**src/hdl/ecd_pkg.sv**
```systemverilog
`default_nettype none
// ----------------------------------------------------------------------------
// ecd_pkg
// Shared types, codes and search helpers of the elevator dispatcher.
// ----------------------------------------------------------------------------
package ecd_pkg;

   localparam int MAX_FLOORS = 16;
   localparam int FLOOR_W    = $clog2(MAX_FLOORS);
   localparam int COUNT_W    = 5;
   localparam int LOAD_W     = 16;
   localparam int TIMER_W    = 17;
   localparam int ELAPSED_W  = 8;
   localparam int CSR_IDX_W  = 1;
   localparam int CSR_DATA_W = 16;
   localparam int REQ_DATA_W = 16;
   localparam int RSP_DATA_W = 64;

   localparam logic [COUNT_W-1:0] FLOOR_COUNT_RESET = COUNT_W'(16);
   localparam logic [LOAD_W-1:0]  LOAD_TIME_RESET   = LOAD_W'(100);
   localparam logic [COUNT_W-1:0] FLOORS_MIN        = COUNT_W'(2);
   localparam logic [COUNT_W-1:0] FLOORS_MAX        = COUNT_W'(MAX_FLOORS);
   localparam logic [TIMER_W-1:0] TIMER_MAX         = {TIMER_W{1'b1}};

   typedef logic [MAX_FLOORS-1:0] mask_type;
   typedef logic [FLOOR_W-1:0]    floor_type;

   typedef enum logic [2:0] {
      CMD_TICK        = 3'd0,
      CMD_SUMMON_UP   = 3'd1,
      CMD_SUMMON_DOWN = 3'd2,
      CMD_CABIN       = 3'd3,
      CMD_ARRIVE      = 3'd4
   } cmd_type;

   typedef enum logic [1:0] {
      DIR_NONE = 2'd0,
      DIR_UP   = 2'd1,
      DIR_DOWN = 2'd2
   } dir_type;

   typedef enum logic [CSR_IDX_W-1:0] {
      CSR_FLOOR_COUNT = 1'd0,
      CSR_LOAD_TIME   = 1'd1
   } csr_index_type;

   typedef struct packed {
      logic [ELAPSED_W-1:0] elapsed;
      floor_type            floor;
      logic [2:0]           cmd;
   } req_item_type;

   typedef struct packed {
      mask_type  down_lamps;
      mask_type  up_lamps;
      mask_type  cabin_lamps;
      logic      loading;
      floor_type current_floor;
      logic [1:0] route;
      floor_type target_floor;
      logic      move_cmd;
   } rsp_item_type;

   typedef struct packed {
      logic      hit;
      floor_type idx;
   } search_type;

   // selector verdict; clr_* drop the car's own summon bit
   typedef struct packed {
      logic      move;
      floor_type target;
      dir_type   dir;
      logic      clr_up;
      logic      clr_down;
   } sel_type;

   function automatic search_type lowest_set(input mask_type m);
      search_type r;
      r = '0;
      for (int i = MAX_FLOORS - 1; i >= 0; i--) begin
         if (m[i]) begin
            r.hit = 1'b1;
            r.idx = FLOOR_W'(i);
         end
      end
      return r;
   endfunction

   function automatic search_type highest_set(input mask_type m);
      search_type r;
      r = '0;
      for (int i = 0; i < MAX_FLOORS; i++) begin
         if (m[i]) begin
            r.hit = 1'b1;
            r.idx = FLOOR_W'(i);
         end
      end
      return r;
   endfunction

endpackage
`default_nettype wire

```
**src/hdl/ecd_target_select.sv**
```systemverilog
`default_nettype none
// ----------------------------------------------------------------------------
// ecd_target_select
// Collective target search: ahead along the route, then the far end for the
// opposite summons, then once reversed; idle car takes the lowest request.
// ----------------------------------------------------------------------------
module ecd_target_select (
   input  wire ecd_pkg::mask_type            cabin_req,
   input  wire ecd_pkg::mask_type            up_req,
   input  wire ecd_pkg::mask_type            down_req,
   input  wire ecd_pkg::floor_type           at_floor,
   input  wire ecd_pkg::dir_type             travel_dir,
   input  wire [ecd_pkg::COUNT_W-1:0]        floors_used,
   output ecd_pkg::sel_type                  sel
);

   ecd_pkg::mask_type   in_use;
   ecd_pkg::mask_type   above;
   ecd_pkg::mask_type   below;
   ecd_pkg::mask_type   cur_bit;
   logic                cur_lt_n;
   logic                cur_le_n;
   ecd_pkg::search_type idle_s;
   ecd_pkg::search_type up_ahead;
   ecd_pkg::search_type up_far;
   ecd_pkg::search_type dn_ahead;
   ecd_pkg::search_type dn_far;
   ecd_pkg::search_type up_s;
   ecd_pkg::search_type dn_s;
   ecd_pkg::search_type pick;
   logic                reversed;

   always_comb begin
      for (int i = 0; i < ecd_pkg::MAX_FLOORS; i++) begin
         in_use[i]  = ecd_pkg::COUNT_W'(i) < floors_used;
         above[i]   = ecd_pkg::FLOOR_W'(i) > at_floor;
         below[i]   = ecd_pkg::FLOOR_W'(i) < at_floor;
         cur_bit[i] = ecd_pkg::FLOOR_W'(i) == at_floor;
      end
      cur_lt_n = {1'b0, at_floor} < floors_used;
      cur_le_n = {1'b0, at_floor} <= floors_used;

      idle_s   = ecd_pkg::lowest_set((cabin_req | up_req | down_req) & in_use & ~cur_bit);

      // upward pass
      up_ahead = ecd_pkg::lowest_set((cabin_req | up_req) & above & in_use);
      up_far   = ecd_pkg::highest_set(down_req & (cur_lt_n ? (above & in_use) : in_use));
      up_s     = up_ahead.hit ? up_ahead : up_far;

      // downward pass; a car more than one floor above the floors in use sees nothing ahead
      dn_ahead = ecd_pkg::highest_set((cabin_req | down_req) & (cur_le_n ? below : '0));
      dn_far   = ecd_pkg::lowest_set(up_req & below & in_use);
      dn_s     = dn_ahead.hit ? dn_ahead : dn_far;

      reversed = 1'b0;
      case (travel_dir)
         ecd_pkg::DIR_UP: begin
            pick     = up_s.hit ? up_s : dn_s;
            reversed = !up_s.hit;
         end
         ecd_pkg::DIR_DOWN: begin
            pick     = dn_s.hit ? dn_s : up_s;
            reversed = !dn_s.hit;
         end
         default: begin
            pick = idle_s;
         end
      endcase

      if (!pick.hit) begin
         sel.move     = 1'b0;
         sel.target   = at_floor;
         sel.dir      = ecd_pkg::DIR_NONE;
         sel.clr_up   = 1'b1;
         sel.clr_down = 1'b1;
      end else begin
         sel.move     = 1'b1;
         sel.target   = pick.idx;
         sel.dir      = (pick.idx > at_floor) ? ecd_pkg::DIR_UP : ecd_pkg::DIR_DOWN;
         // after turning round, the summon for the new direction here is served
         sel.clr_down = reversed && (travel_dir == ecd_pkg::DIR_UP);
         sel.clr_up   = reversed && (travel_dir == ecd_pkg::DIR_DOWN);
      end
   end

endmodule
`default_nettype wire

```
**src/hdl/ecd_core.sv**
```systemverilog
`default_nettype none
// ----------------------------------------------------------------------------
// ecd_core
// Dispatcher state, configuration registers and the per-command update.
// ----------------------------------------------------------------------------
module ecd_core (
   input  wire                               clock,
   input  wire                               reset,
   input  wire                               fire,
   input  wire ecd_pkg::req_item_type        item,
   input  wire                               csr_we,
   input  wire [ecd_pkg::CSR_IDX_W-1:0]      csr_index,
   input  wire [ecd_pkg::CSR_DATA_W-1:0]     csr_wdata,
   output ecd_pkg::rsp_item_type             result
);

   ecd_pkg::mask_type               cabin_ff, cabin_in;
   ecd_pkg::mask_type               up_ff, up_in;
   ecd_pkg::mask_type               down_ff, down_in;
   ecd_pkg::floor_type              floor_ff, floor_in;
   ecd_pkg::dir_type                dir_ff, dir_in;
   logic                            loading_ff, loading_in;
   logic [ecd_pkg::TIMER_W-1:0]     timer_ff, timer_in;
   logic [ecd_pkg::COUNT_W-1:0]     floor_count_ff;
   logic [ecd_pkg::LOAD_W-1:0]      load_time_ff;

   logic [ecd_pkg::COUNT_W-1:0]     floors_used;
   logic                            valid_floor;
   ecd_pkg::mask_type               req_bit;
   ecd_pkg::mask_type               cabin_set, up_set, down_set;
   ecd_pkg::mask_type               cur_bit;
   logic                            do_sel;
   logic [ecd_pkg::TIMER_W:0]       timer_sum;
   ecd_pkg::sel_type                sel;

   always_comb begin
      if (floor_count_ff < ecd_pkg::FLOORS_MIN) begin
         floors_used = ecd_pkg::FLOORS_MIN;
      end else if (floor_count_ff > ecd_pkg::FLOORS_MAX) begin
         floors_used = ecd_pkg::FLOORS_MAX;
      end else begin
         floors_used = floor_count_ff;
      end
      valid_floor = {1'b0, item.floor} < floors_used;
      req_bit     = ecd_pkg::mask_type'(1) << item.floor;
      cur_bit     = ecd_pkg::mask_type'(1) << floor_ff;

      cabin_set = cabin_ff;
      up_set    = up_ff;
      down_set  = down_ff;
      if (valid_floor) begin
         case (item.cmd)
            ecd_pkg::CMD_SUMMON_UP:   up_set    = up_ff | req_bit;
            ecd_pkg::CMD_SUMMON_DOWN: down_set  = down_ff | req_bit;
            ecd_pkg::CMD_CABIN:       cabin_set = cabin_ff | req_bit;
            default: ;
         endcase
      end
   end

   ecd_target_select u_select (
      .cabin_req   (cabin_set),
      .up_req      (up_set),
      .down_req    (down_set),
      .at_floor    (floor_ff),
      .travel_dir  (dir_ff),
      .floors_used (floors_used),
      .sel         (sel)
   );

   always_comb begin
      cabin_in   = cabin_set;
      up_in      = up_set;
      down_in    = down_set;
      floor_in   = floor_ff;
      dir_in     = dir_ff;
      loading_in = loading_ff;
      timer_in   = timer_ff;
      do_sel     = 1'b0;
      timer_sum  = {1'b0, timer_ff} + (ecd_pkg::TIMER_W + 1)'(item.elapsed);

      case (item.cmd)
         ecd_pkg::CMD_TICK: begin
            if (loading_ff) begin
               if (timer_ff > {1'b0, load_time_ff}) begin
                  loading_in = 1'b0;
                  do_sel     = 1'b1;
               end else if (timer_sum[ecd_pkg::TIMER_W]) begin
                  timer_in = ecd_pkg::TIMER_MAX;
               end else begin
                  timer_in = timer_sum[ecd_pkg::TIMER_W-1:0];
               end
            end
         end
         ecd_pkg::CMD_SUMMON_UP, ecd_pkg::CMD_SUMMON_DOWN, ecd_pkg::CMD_CABIN: begin
            do_sel = valid_floor;
         end
         ecd_pkg::CMD_ARRIVE: begin
            if (valid_floor && item.floor != floor_ff) begin
               floor_in = item.floor;
               cabin_in = cabin_ff & ~req_bit;
               if (dir_ff == ecd_pkg::DIR_UP || dir_ff == ecd_pkg::DIR_NONE) begin
                  up_in = up_ff & ~req_bit;
               end
               if (dir_ff == ecd_pkg::DIR_DOWN || dir_ff == ecd_pkg::DIR_NONE) begin
                  down_in = down_ff & ~req_bit;
               end
               if (!loading_ff) begin
                  loading_in = 1'b1;
                  timer_in   = '0;
               end
            end
         end
         default: ;
      endcase

      if (do_sel) begin
         dir_in = sel.dir;
         if (sel.clr_up) begin
            up_in = up_set & ~cur_bit;
         end
         if (sel.clr_down) begin
            down_in = down_set & ~cur_bit;
         end
      end

      result.move_cmd      = do_sel && sel.move;
      result.target_floor  = (do_sel && sel.move) ? sel.target : floor_in;
      result.route         = dir_in;
      result.current_floor = floor_in;
      result.loading       = loading_in;
      result.cabin_lamps   = cabin_in;
      result.up_lamps      = up_in;
      result.down_lamps    = down_in;
   end

   always_ff @(posedge clock) begin
      if (reset) begin
         cabin_ff   <= '0;
         up_ff      <= '0;
         down_ff    <= '0;
         floor_ff   <= '0;
         dir_ff     <= ecd_pkg::DIR_NONE;
         loading_ff <= 1'b0;
         timer_ff   <= '0;
      end else if (fire) begin
         cabin_ff   <= cabin_in;
         up_ff      <= up_in;
         down_ff    <= down_in;
         floor_ff   <= floor_in;
         dir_ff     <= dir_in;
         loading_ff <= loading_in;
         timer_ff   <= timer_in;
      end
   end

   always_ff @(posedge clock) begin
      if (reset) begin
         floor_count_ff <= ecd_pkg::FLOOR_COUNT_RESET;
         load_time_ff   <= ecd_pkg::LOAD_TIME_RESET;
      end else if (csr_we) begin
         case (csr_index)
            ecd_pkg::CSR_FLOOR_COUNT: floor_count_ff <= csr_wdata[ecd_pkg::COUNT_W-1:0];
            ecd_pkg::CSR_LOAD_TIME:   load_time_ff   <= csr_wdata[ecd_pkg::LOAD_W-1:0];
            default: ;
         endcase
      end
   end

endmodule
`default_nettype wire

```
**src/hdl/elevator_collective_dispatch_top.sv**
```systemverilog
`default_nettype none
// ----------------------------------------------------------------------------
// elevator_collective_dispatch_top
// Directional collective elevator dispatcher with stream in and out.
// ----------------------------------------------------------------------------
// One command in, one status result out. A command is held in an input
// register and, once the result register is free or rsp_tready is high, the
// whole update (request masks, loading timer and the target search over
// the floor masks) is done in one pass into the result register, so the
// block takes one transaction per clock cycle while rsp_tready is high;
// a result is offered on rsp_tvalid from the result register. While a
// result waits on rsp_tready the input register can still take one
// command; after that req_tready follows rsp_tready. Configuration writes
// land at once; make them only when no command is in flight.
module elevator_collective_dispatch_top (
   input  wire                               clock,
   input  wire                               reset,
   input  wire                               req_tvalid,
   output logic                              req_tready,
   // [2:0] cmd, [6:3] floor, [14:7] elapsed, [15] unused
   input  wire [ecd_pkg::REQ_DATA_W-1:0]     req_tdata,
   output logic                              rsp_tvalid,
   input  wire                               rsp_tready,
   // [0] move_cmd, [4:1] target_floor, [6:5] route, [10:7] current_floor,
   // [11] loading, [27:12] cabin_lamps, [43:28] up_lamps,
   // [59:44] down_lamps, [63:60] zero
   output logic [ecd_pkg::RSP_DATA_W-1:0]    rsp_tdata,
   input  wire                               csr_we,
   input  wire [ecd_pkg::CSR_IDX_W-1:0]      csr_index,
   input  wire [ecd_pkg::CSR_DATA_W-1:0]     csr_wdata
);

   logic                   in_valid_ff;
   ecd_pkg::req_item_type  in_item_ff;
   logic                   out_valid_ff;
   ecd_pkg::rsp_item_type  out_item_ff;
   ecd_pkg::rsp_item_type  result;
   logic                   fire;

   assign fire       = in_valid_ff && (!out_valid_ff || rsp_tready);
   assign req_tready = !in_valid_ff || fire;
   assign rsp_tvalid = out_valid_ff;
   assign rsp_tdata  = {{(ecd_pkg::RSP_DATA_W - $bits(ecd_pkg::rsp_item_type)){1'b0}},
                        out_item_ff};

   always_ff @(posedge clock) begin
      if (reset) begin
         in_valid_ff <= 1'b0;
      end else if (req_tready) begin
         in_valid_ff <= req_tvalid;
      end
   end

   always_ff @(posedge clock) begin
      if (req_tvalid && req_tready) begin
         in_item_ff <= req_tdata[$bits(ecd_pkg::req_item_type)-1:0];
      end
   end

   ecd_core u_core (
      .clock     (clock),
      .reset     (reset),
      .fire      (fire),
      .item      (in_item_ff),
      .csr_we    (csr_we),
      .csr_index (csr_index),
      .csr_wdata (csr_wdata),
      .result    (result)
   );

   always_ff @(posedge clock) begin
      if (reset) begin
         out_valid_ff <= 1'b0;
      end else if (fire) begin
         out_valid_ff <= 1'b1;
      end else if (rsp_tready) begin
         out_valid_ff <= 1'b0;
      end
   end

   always_ff @(posedge clock) begin
      if (fire) begin
         out_item_ff <= result;
      end
   end

endmodule
`default_nettype wire
```
**config.mk**
```make
export PLATFORM = sky130hd
export DESIGN_NAME = elevator_collective_dispatch_top
export DESIGN_NICKNAME = d
export VERILOG_FILES = /design/src/hdl/ecd_pkg.sv /design/src/hdl/ecd_target_select.sv /design/src/hdl/ecd_core.sv /design/src/hdl/elevator_collective_dispatch_top.sv
export SDC_FILE = /design/constraint.sdc
export NUM_CORES = 1
export LEC_CHECK = 0
export ABC_CLOCK_PERIOD_IN_PS = 5800
export BUFFER_PORTS_ARGS = -buffer_cell sky130_fd_sc_hd__buf_4
export CELL_PAD_IN_SITES_DETAIL_PLACEMENT = 1
export CELL_PAD_IN_SITES_GLOBAL_PLACEMENT = 2
export CORE_UTILIZATION = 37
export CTS_CLUSTER_DIAMETER = 100
export DETAILED_ROUTE_END_ITERATION = 12
export PLACE_DENSITY = 0.9
export RECOVER_POWER = 100
export SKIP_LAST_GASP = 1
export SYNTH_ARGS = -nofsm -noshare
export SYNTH_HDL_FRONTEND = slang
export SYNTH_SLANG_ARGS = --single-unit
export TNS_END_PERCENT = 1
```
**constraint.sdc**
```tcl
create_clock -name clock -period 5.8 [get_ports clock]
set_clock_uncertainty 0.05 [all_clocks]
set_input_delay 0.87 -clock clock [delete_from_list [all_inputs] [get_ports clock]]
set_output_delay 0.87 -clock clock [all_outputs]
set_load 0.005 [all_outputs]
```
==> run summary, run 1 <==
gr ovfl total - 0
CTS buffer count - 17
routed vias/inst - 6.50
FFs w/ async S/R, synth - 0
Pint - 0.00211 W
Skew-Pair Late Insertion Delay - 470 ps
synthesized flop and latch total - 170
Clock Power Share - 0.365
I/O pins - 104
setup violators final - 0
reg2reg start - u_core.floor_count_ff[2]
hold buffers post-CTS - 0
total wire length - 59800 µm
reg2reg end - u_core.down_ff[10]
RSZ-0062 raised after global routing - no
Core Rows - 66
crit path launch type - flop
power per cell area - 220 mW/mm²
Least-Margin Pin Slew - 2140 ps
initial antenna violation count - 0
Post-DP Area - 0.0140 mm²
endpoint class of the critical path - flop
routability cong. - 1.03
Seq/Total Area, Yosys - 0.338
Min-Delay Path Depth - 2
Final period util - 0.968
vias in the first global route - 13500
status - finished, violations left
sw frac - 0.336
Synth area leaders - edfxtp_1 18%, dfxtp_1 15%, a21oi_1 5.7%, nand2_1 5.1%, ha_1 3.9%
clock root buffer - clkbuf_16
Leakage - 5.41 nW
post-CTS resize count - 0
layout cells sized above 1 - 0.184
wire per inst - 28.7 µm
combinational power share - 0.220
Die ar. - 0.0339 mm²
largest net degree at the start of global routing - 69
synth warn - 0
Mapped Cells - 1482
R2R setup slack - 190 ps
layout overhead on the synthesized area - 18.0%
Data required, critical path - 6120 ps
Synth top area share - 0.183
htree depth - 4
Netlist cell types - 114
total track usage - 0.359
Fmax achieved - 178 MHz
Detail Placement HPWL - 46300 µm
Top FF cell, synth - dfxtp_1
clock sink total - 170
setup TNS - 0 ps
failing checks - max-capacitance violations, max-slew violations
Residual DRC - 0
Synth area leader - edfxtp_1
Crit Path Max Fanout - 12
DRT iter0 DRCs - 1524
Routed Antenna Nets - 0
Seq pwr share - 0.415
Layout Nets - 1701
HP Start - u_core.load_time_ff[14]
Mapped Area - 0.0123 mm²
Hold Path End - u_core.load_time_ff[14]
Crit Path Category - flop to flop
Die Height - 184 µm
HP Class - flop to flop
first-pass GRT wire length - 87800 µm
CORE AREA - 0.0326 mm²
Die X - 184 µm
Final Max Tran Viols - 108
post-layout minimum cycle time - 5610 ps
Critical Path AT - 5930 ps
EDFF count, synth - 75
Max Cap Viol - 3
Starting Density - 0.376
Vias - 13500
Longest Clk Path Bufs - 2
CTS tree - yes
relative slew slack - -0.429
DRT Pass-1 Iters - 5
VDD IR-drop max - 0.196 mV
post-CTS setup buffers - 0
Reg2Reg Depth - 17
final instance area - 0.0145 mm²
syn avg cell area - 8.28 µm²
CTS clk-pin slew, worst paths - 80 ps
port bufs - 98
NetSw - 0.00107 W
Fin. Hold Viols - 0
## layout by cell type, fill, tap and decap left out, drive strengths merged, types with 6 or more instances in the layout
cell / count
or2: 15
clkinv: 7
clkbuf: 110
o211ai: 34
nor4: 9
nand2: 169
nor2: 124
a211oi: 24
a41oi: 26
nor3: 59
a211o: 10
a22oi: 8
dfxtp: 95
a21oi: 140
edfxtp: 75
o41ai: 12
nor2b: 13
mux2i: 8
nand3: 66
a41o: 14
o32a: 6
o31ai: 33
o2111ai: 11
nand2b: 24
a31o: 6
a21boi: 16
o21ai: 62
buf: 135
and3: 8
o31a: 11
and2: 16
ha: 38
nand4: 14
o22ai: 9
a31oi: 27
inv: 58
a21o: 21
o21a: 13
## logic make-up (layout without fill, tap and decap cells)
kind of cell / Yosys count / count (layout) / share of synthesized area
AOI/OAI and AO/OA: 547 / 547 / 0.325
xor gates and xnor gates: 8 / 8 / 0.00571
adders and majority gates: 39 / 39 / 0.0404
buffers and inverters: 162 / 314 / 0.0614
DFF: 170 / 170 / 0.338
muxes: 9 / 9 / 0.00744
other: 1 / 5 / 0.000305
and+or+nand+nor: 546 / 546 / 0.222
## through the flow
stage | total power [W] | util | setup WS (ps) | hold slack, ps | cells
after global placement | 0.00202 | 0.430 | 760 | 397 | 2047
final | 0.00318 | 0.444 | 188 | 416 | 2080
after detailed placement | 0.00203 | 0.430 | 621 | 403 | 2047
after global routing | 0.00327 | 0.444 | 110 | 435 | 2079
after CTS | 0.00318 | 0.448 | 594 | 414 | 2079
after floorplan | 0.00172 | - | 1240 | 386 | 1485
## flip-flops by register name, indices dropped and copies added (netlist names)
register	flops
u_core.floor_count_ff	5
u_core.up_ff	16
u_core.load_time_ff	16
u_core.cabin_ff	16
u_core.loading_ff	1
u_core.floor_ff	4
in_item_ff	15
rsp_tvalid	1
in_valid_ff	1
u_core.timer_ff	17
u_core.dir_ff	2
u_core.down_ff	16
rsp_tdata	60
## power groups by stage
stage	clock, W	combinational, W	sequential, W
5_1_grt	0.00121	0.000732	0.00132
2_1_floorplan	0	0.000382	0.00134
6_report	0.00116	0.000700	0.00132
3_5_place_dp	0	0.000687	0.00135
4_1_cts	0.00117	0.000690	0.00132
3_3_place_gp	0	0.000678	0.00134
## worst max-delay path: stages (launching register included)
cell and delay (ps):
dfxtp_1 380, nor3_1 290, a21oi_1 150, ha_1 210, a211o_1 380, a211o_1 440
buf_4 220, o31a_1 290, a2bb2oi_1 170, o2111a_1 280, nand4_1 230, clkbuf_4 210
nor3_1 60, clkbuf_1 330, a211oi_1 840, clkbuf_1 570, o2111ai_1 180, a31oi_1 240
## Yosys cell counts, types with 9 or more instances
library cell  instances
o21ai_0              55
clkbuf_1             51
buf_4                16
nor2_1              124
a31oi_1              26
nand4_1              13
o41ai_1              10
ha_1                 38
o22ai_1               9
nand2_1             168
nor2b_1              13
nand3_1              65
o2111ai_1            11
o31a_1               11
a21o_1               20
buf_2                33
o31ai_1              30
nand2b_1             23
and2_1               14
dfxtp_1              95
a21oi_1             139
o21a_1               12
nor3_1               51
a211oi_1             23
a21boi_0             15
a41oi_1              22
o211ai_1             34
a41o_1               14
or2_2                11
inv_1                50
edfxtp_1             75
## layer usage
metal / share of wire / up-vias / GRT usage
met2: 0.43 / 692 / 0.538
met3: 0.094 / 130 / 0.0784
met4: 0.050 / 0 / 0.187
met1: 0.43 / 6759 / 0.480
li1: - / 5937 / -
met5: 0 / - / 0
## layout make-up
type | instances | area (µm²)
clock buffers | 17 | 425
repair buffers | 228 | 1640
well taps | 442 | 553
flip-flops and latches | 170 | 4150
multi-input cells | 1153 | 7360
inverters | 54 | 204
diodes | 1 | 2.50
clock inverters | 15 | 139
fillers | 3926 | 18100
## worst max path at each step
stage	startpoint	end	cells after the start
finish	u_core.floor_count_ff[2]	u_core.down_ff[10]	17
global route	u_core.floor_count_ff[3]	u_core.dir_ff[1]	25
CTS	u_core.floor_count_ff[2]	u_core.dir_ff[1]	23
detailed placement	u_core.floor_count_ff[2]	u_core.dir_ff[1]	23
global placement	u_core.floor_count_ff[2]	u_core.dir_ff[1]	23
floorplan	u_core.floor_count_ff[4]	u_core.dir_ff[0]	24
No activity file was read; power rests on OpenSTA's default activity.
==> run 2, diff against run 1 <==
--- a/config.mk
+++ b/config.mk
@@ -5,11 +5,12 @@
 export SDC_FILE = /design/constraint.sdc
 export NUM_CORES = 1
 export LEC_CHECK = 0
+export ABC_AREA = 1
 export ABC_CLOCK_PERIOD_IN_PS = 5800
 export BUFFER_PORTS_ARGS = -buffer_cell sky130_fd_sc_hd__buf_4
 export CELL_PAD_IN_SITES_DETAIL_PLACEMENT = 1
 export CELL_PAD_IN_SITES_GLOBAL_PLACEMENT = 2
-export CORE_UTILIZATION = 37
+export CORE_UTILIZATION = 34
 export CTS_CLUSTER_DIAMETER = 100
 export DETAILED_ROUTE_END_ITERATION = 12
 export PLACE_DENSITY = 0.9
==> run summary, run 2 <==
Crit Path Category - flop to flop
GR Util met1 - 0.340 (-0.140)
Vias - 11300 (-17%)
Synth area leader - edfxtp_1
gr busiest metal - met2
setup TNS - 0 ps (unchanged)
Fmax achieved - 189 MHz (+6.3%)
commonest non-fill, non-tap cell in the layout - nand2_1
Mapped Cells - 1598 (+7.8%)
syn avg cell area - 6.95 µm² (-16%)
post-layout minimum cycle time - 5280 ps (-332 ps)
DRT Pass-1 Iters - 5 (unchanged)
relative slew slack - -0.668 (-0.240)
Fin. Hold Viols - 0 (unchanged)
Final period util - 0.910 (-0.0572)
Synth top cells by count - 336 x nand2_1, 265 x inv_1, 147 x nor2_1
Routed Antenna Nets - 0 (unchanged)
CTS buffer count - 17 (unchanged)
Seq pwr share - 0.396 (-0.019)
Starting Density - 0.349 (-0.0273)
Critical Path AT - 5440 ps (-490 ps)
Crit Path Max Fanout - 15 (+3)
max FFs per register - 60 (unchanged)
CORE AREA - 0.0318 mm² (-2.5%)
Mapped Area - 0.0111 mm² (-9.6%)
Seq/Total Area, Yosys - 0.374 (+0.0359)
failing checks - max-capacitance violations, max-slew violations
final core utilization - 0.411 (-0.0331)
Netlist cell types - 54 (-53%)
EDFF count, synth - 75 (unchanged)
NetSw - 0.00123 W (+16%)
initial antenna violation count - 1 (+1)
Synth top area share - 0.203 (+0.0195)
Die Height - 183 µm (-0.80%)
crit path launch type - flop
clock root buffer - clkbuf_16
clock sink total - 170 (unchanged)
Synth area leaders - edfxtp_1 20%, dfxtp_1 17%, nand2_1 11%, inv_1 9.0%, a21oi_1 6.5%
HP Class - flop to flop
hold buffers post-CTS - 0 (unchanged)
FFs w/ async S/R, synth - 0 (unchanged)
Final Max Tran Viols - 172 (+59%)
Pint - 0.00223 W (+5.7%)
routed vias/inst - 5.19 (-20%)
Die X - 183 µm (-0.80%)
wire per inst - 20.9 µm (-27%)
antenna cells - 0 (-1)
sw frac - 0.356 (+0.0203)
CTS clk-pin slew, worst paths - 70 ps (about the same)
synth warn - 0 (unchanged)
Die ar. - 0.0334 mm² (-1.6%)
Leakage - 6.15 nW (+14%)
I/O pins - 104 (unchanged)
M2 GR Usage - 0.486 (-0.0522)
routability cong. - 1.00 (-2.8%)
Skew-Pair Late Insertion Delay - 480 ps (about the same)
combinational power share - 0.258 (+0.038)
Detail Placement HPWL - 36300 µm (-22%)
first-pass GRT wire length - 69100 µm (-21%)
gr ovfl total - 0 (unchanged)
layout cells sized above 1 - 0.136 (-0.0479)
Longest Clk Path Bufs - 2 (unchanged)
total wire length - 45400 µm (-24%)
layout overhead on the synthesized area - 17.7%
Data required, critical path - 5960 ps (-160 ps)
status - finished, violations left
most frequent cells in the layout - 338 x nand2_1, 264 x inv_1, 144 x nor2_1
port bufs - 98 (unchanged)
largest net degree at the start of global routing - 87 (+26%)
setup violators final - 0 (unchanged)
power per cell area - 265 mW/mm² (+21%)
Max Cap Viol - 3 (unchanged)
top-count cell post-synth - nand2_1
total track usage - 0.282 (-0.0770)
vias in the first global route - 11700 (-13%)
Layout Nets - 1800 (+5.8%)
Core Rows - 65 (-1.5%)
endpoint class of the critical path - flop
Least-Margin Pin Slew - 2500 ps (+359 ps)
CTS tree - yes
synthesized flop and latch total - 170 (unchanged)
Top FF cell, synth - dfxtp_1
DRT iter0 DRCs - 660 (-57%)
htree depth - 4 (unchanged)
VDD IR-drop max - 0.229 mV (+17%)
Clock Power Share - 0.346 (-0.019)
RSZ-0062 raised after global routing - no
met3 Use GR - 0.0489 (-0.0296)
Residual DRC - 0 (unchanged)
==> run 2: kinds of logic (layout without fill, tap and decap cells) <==
group / Yosys count / in the layout / synth area share
xor+xnor: 11 / 11 / 0.00868
buf+inv: 336 / 471 / 0.120
fa+ha+maj: 39 / 39 / 0.0446
simple gates: 639 / 639 / 0.246
flops: 170 / 170 / 0.374
other cells: 1 / 4 / 0.000338
compound gates: 402 / 402 / 0.206
==> run 2: area by class of cell <==
cell class,count,area (µm²)
Clock buffer,17,425
Fill cell,4056,18700
Multi-Input combinational cell,1095,5590
Inverter,283,1070
Timing Repair Buffer,156,1100
Sequential cell,170,4150
Clock inverter,15,176
Tap cell,435,544
==> run 2: worst paths after layout <==
check | from | endpoint | slack (ps) | cells past startpoint
max | u_core.floor_count_ff[2] | rsp_tdata[46] | 520 | 22
min | u_core.load_time_ff[8] | u_core.load_time_ff[8] | 420 | 2
max reg2reg | u_core.floor_count_ff[2] | rsp_tdata[46] | 520 | 22
min reg2reg | u_core.load_time_ff[8] | u_core.load_time_ff[8] | 420 | 2
==> run 2: what timing repair did <==
| item | in CTS | in global routing |
|---|---|---|
| setup buffers | 0 | 0 |
| setup endpoints to repair | 0 | 3 |
| gates resized for setup | 0 | 9 |
==> run 2: through the flow <==
| step | area, µm² | hold slack, ps | setup WS, ps | total power [W] | instances |
|---|---|---|---|---|---|
| floorplan | 11100 | 385 | 1720 | 0.00193 | 1601 |
| global placement | 12600 | 405 | 500 | 0.00228 | 2139 |
| detailed placement | 12600 | 414 | 418 | 0.00230 | 2139 |
| CTS | 13200 | 425 | 381 | 0.00350 | 2171 |
| global route | 13100 | 454 | 15.3 | 0.00364 | 2171 |
| finish | 13100 | 419 | 520 | 0.00347 | 2171 |
==> run 2: power by group through the flow <==
stage	combinational, W	sequential (W)	clock [W]
finish	0.000895	0.00137	0.00120
global route	0.000994	0.00138	0.00127
CTS	0.000905	0.00137	0.00123
detailed placement	0.000898	0.00140	0
global placement	0.000882	0.00140	0
floorplan	0.000541	0.00139	0
==> run 2: per-layer routing <==
layer | share of wire | wire, µm
met5 | 0.00029 | 13
met2 | 0.49 | 22100
met1 | 0.42 | 19100
met3 | 0.049 | 2240
met4 | 0.044 | 1980
==> run 2: worst max-delay path: stages, from the launching register on <==
cell,delay [ps]
dfxtp_1,420
nor4_2,250
o21ai_1,130
ha_1,340
nand2_1,80
nor3_1,200
nand2_2,110
nand2_4,160
inv_6,120
nand2_1,100
buf_4,140
o21bai_1,110
buf_4,170
o31ai_1,480
nand4_1,190
nor3_1,390
clkbuf_1,200
nand2_1,150
nand3_1,200
nand2_1,130
clkbuf_1,280
o21ai_0,520
inv_1,80
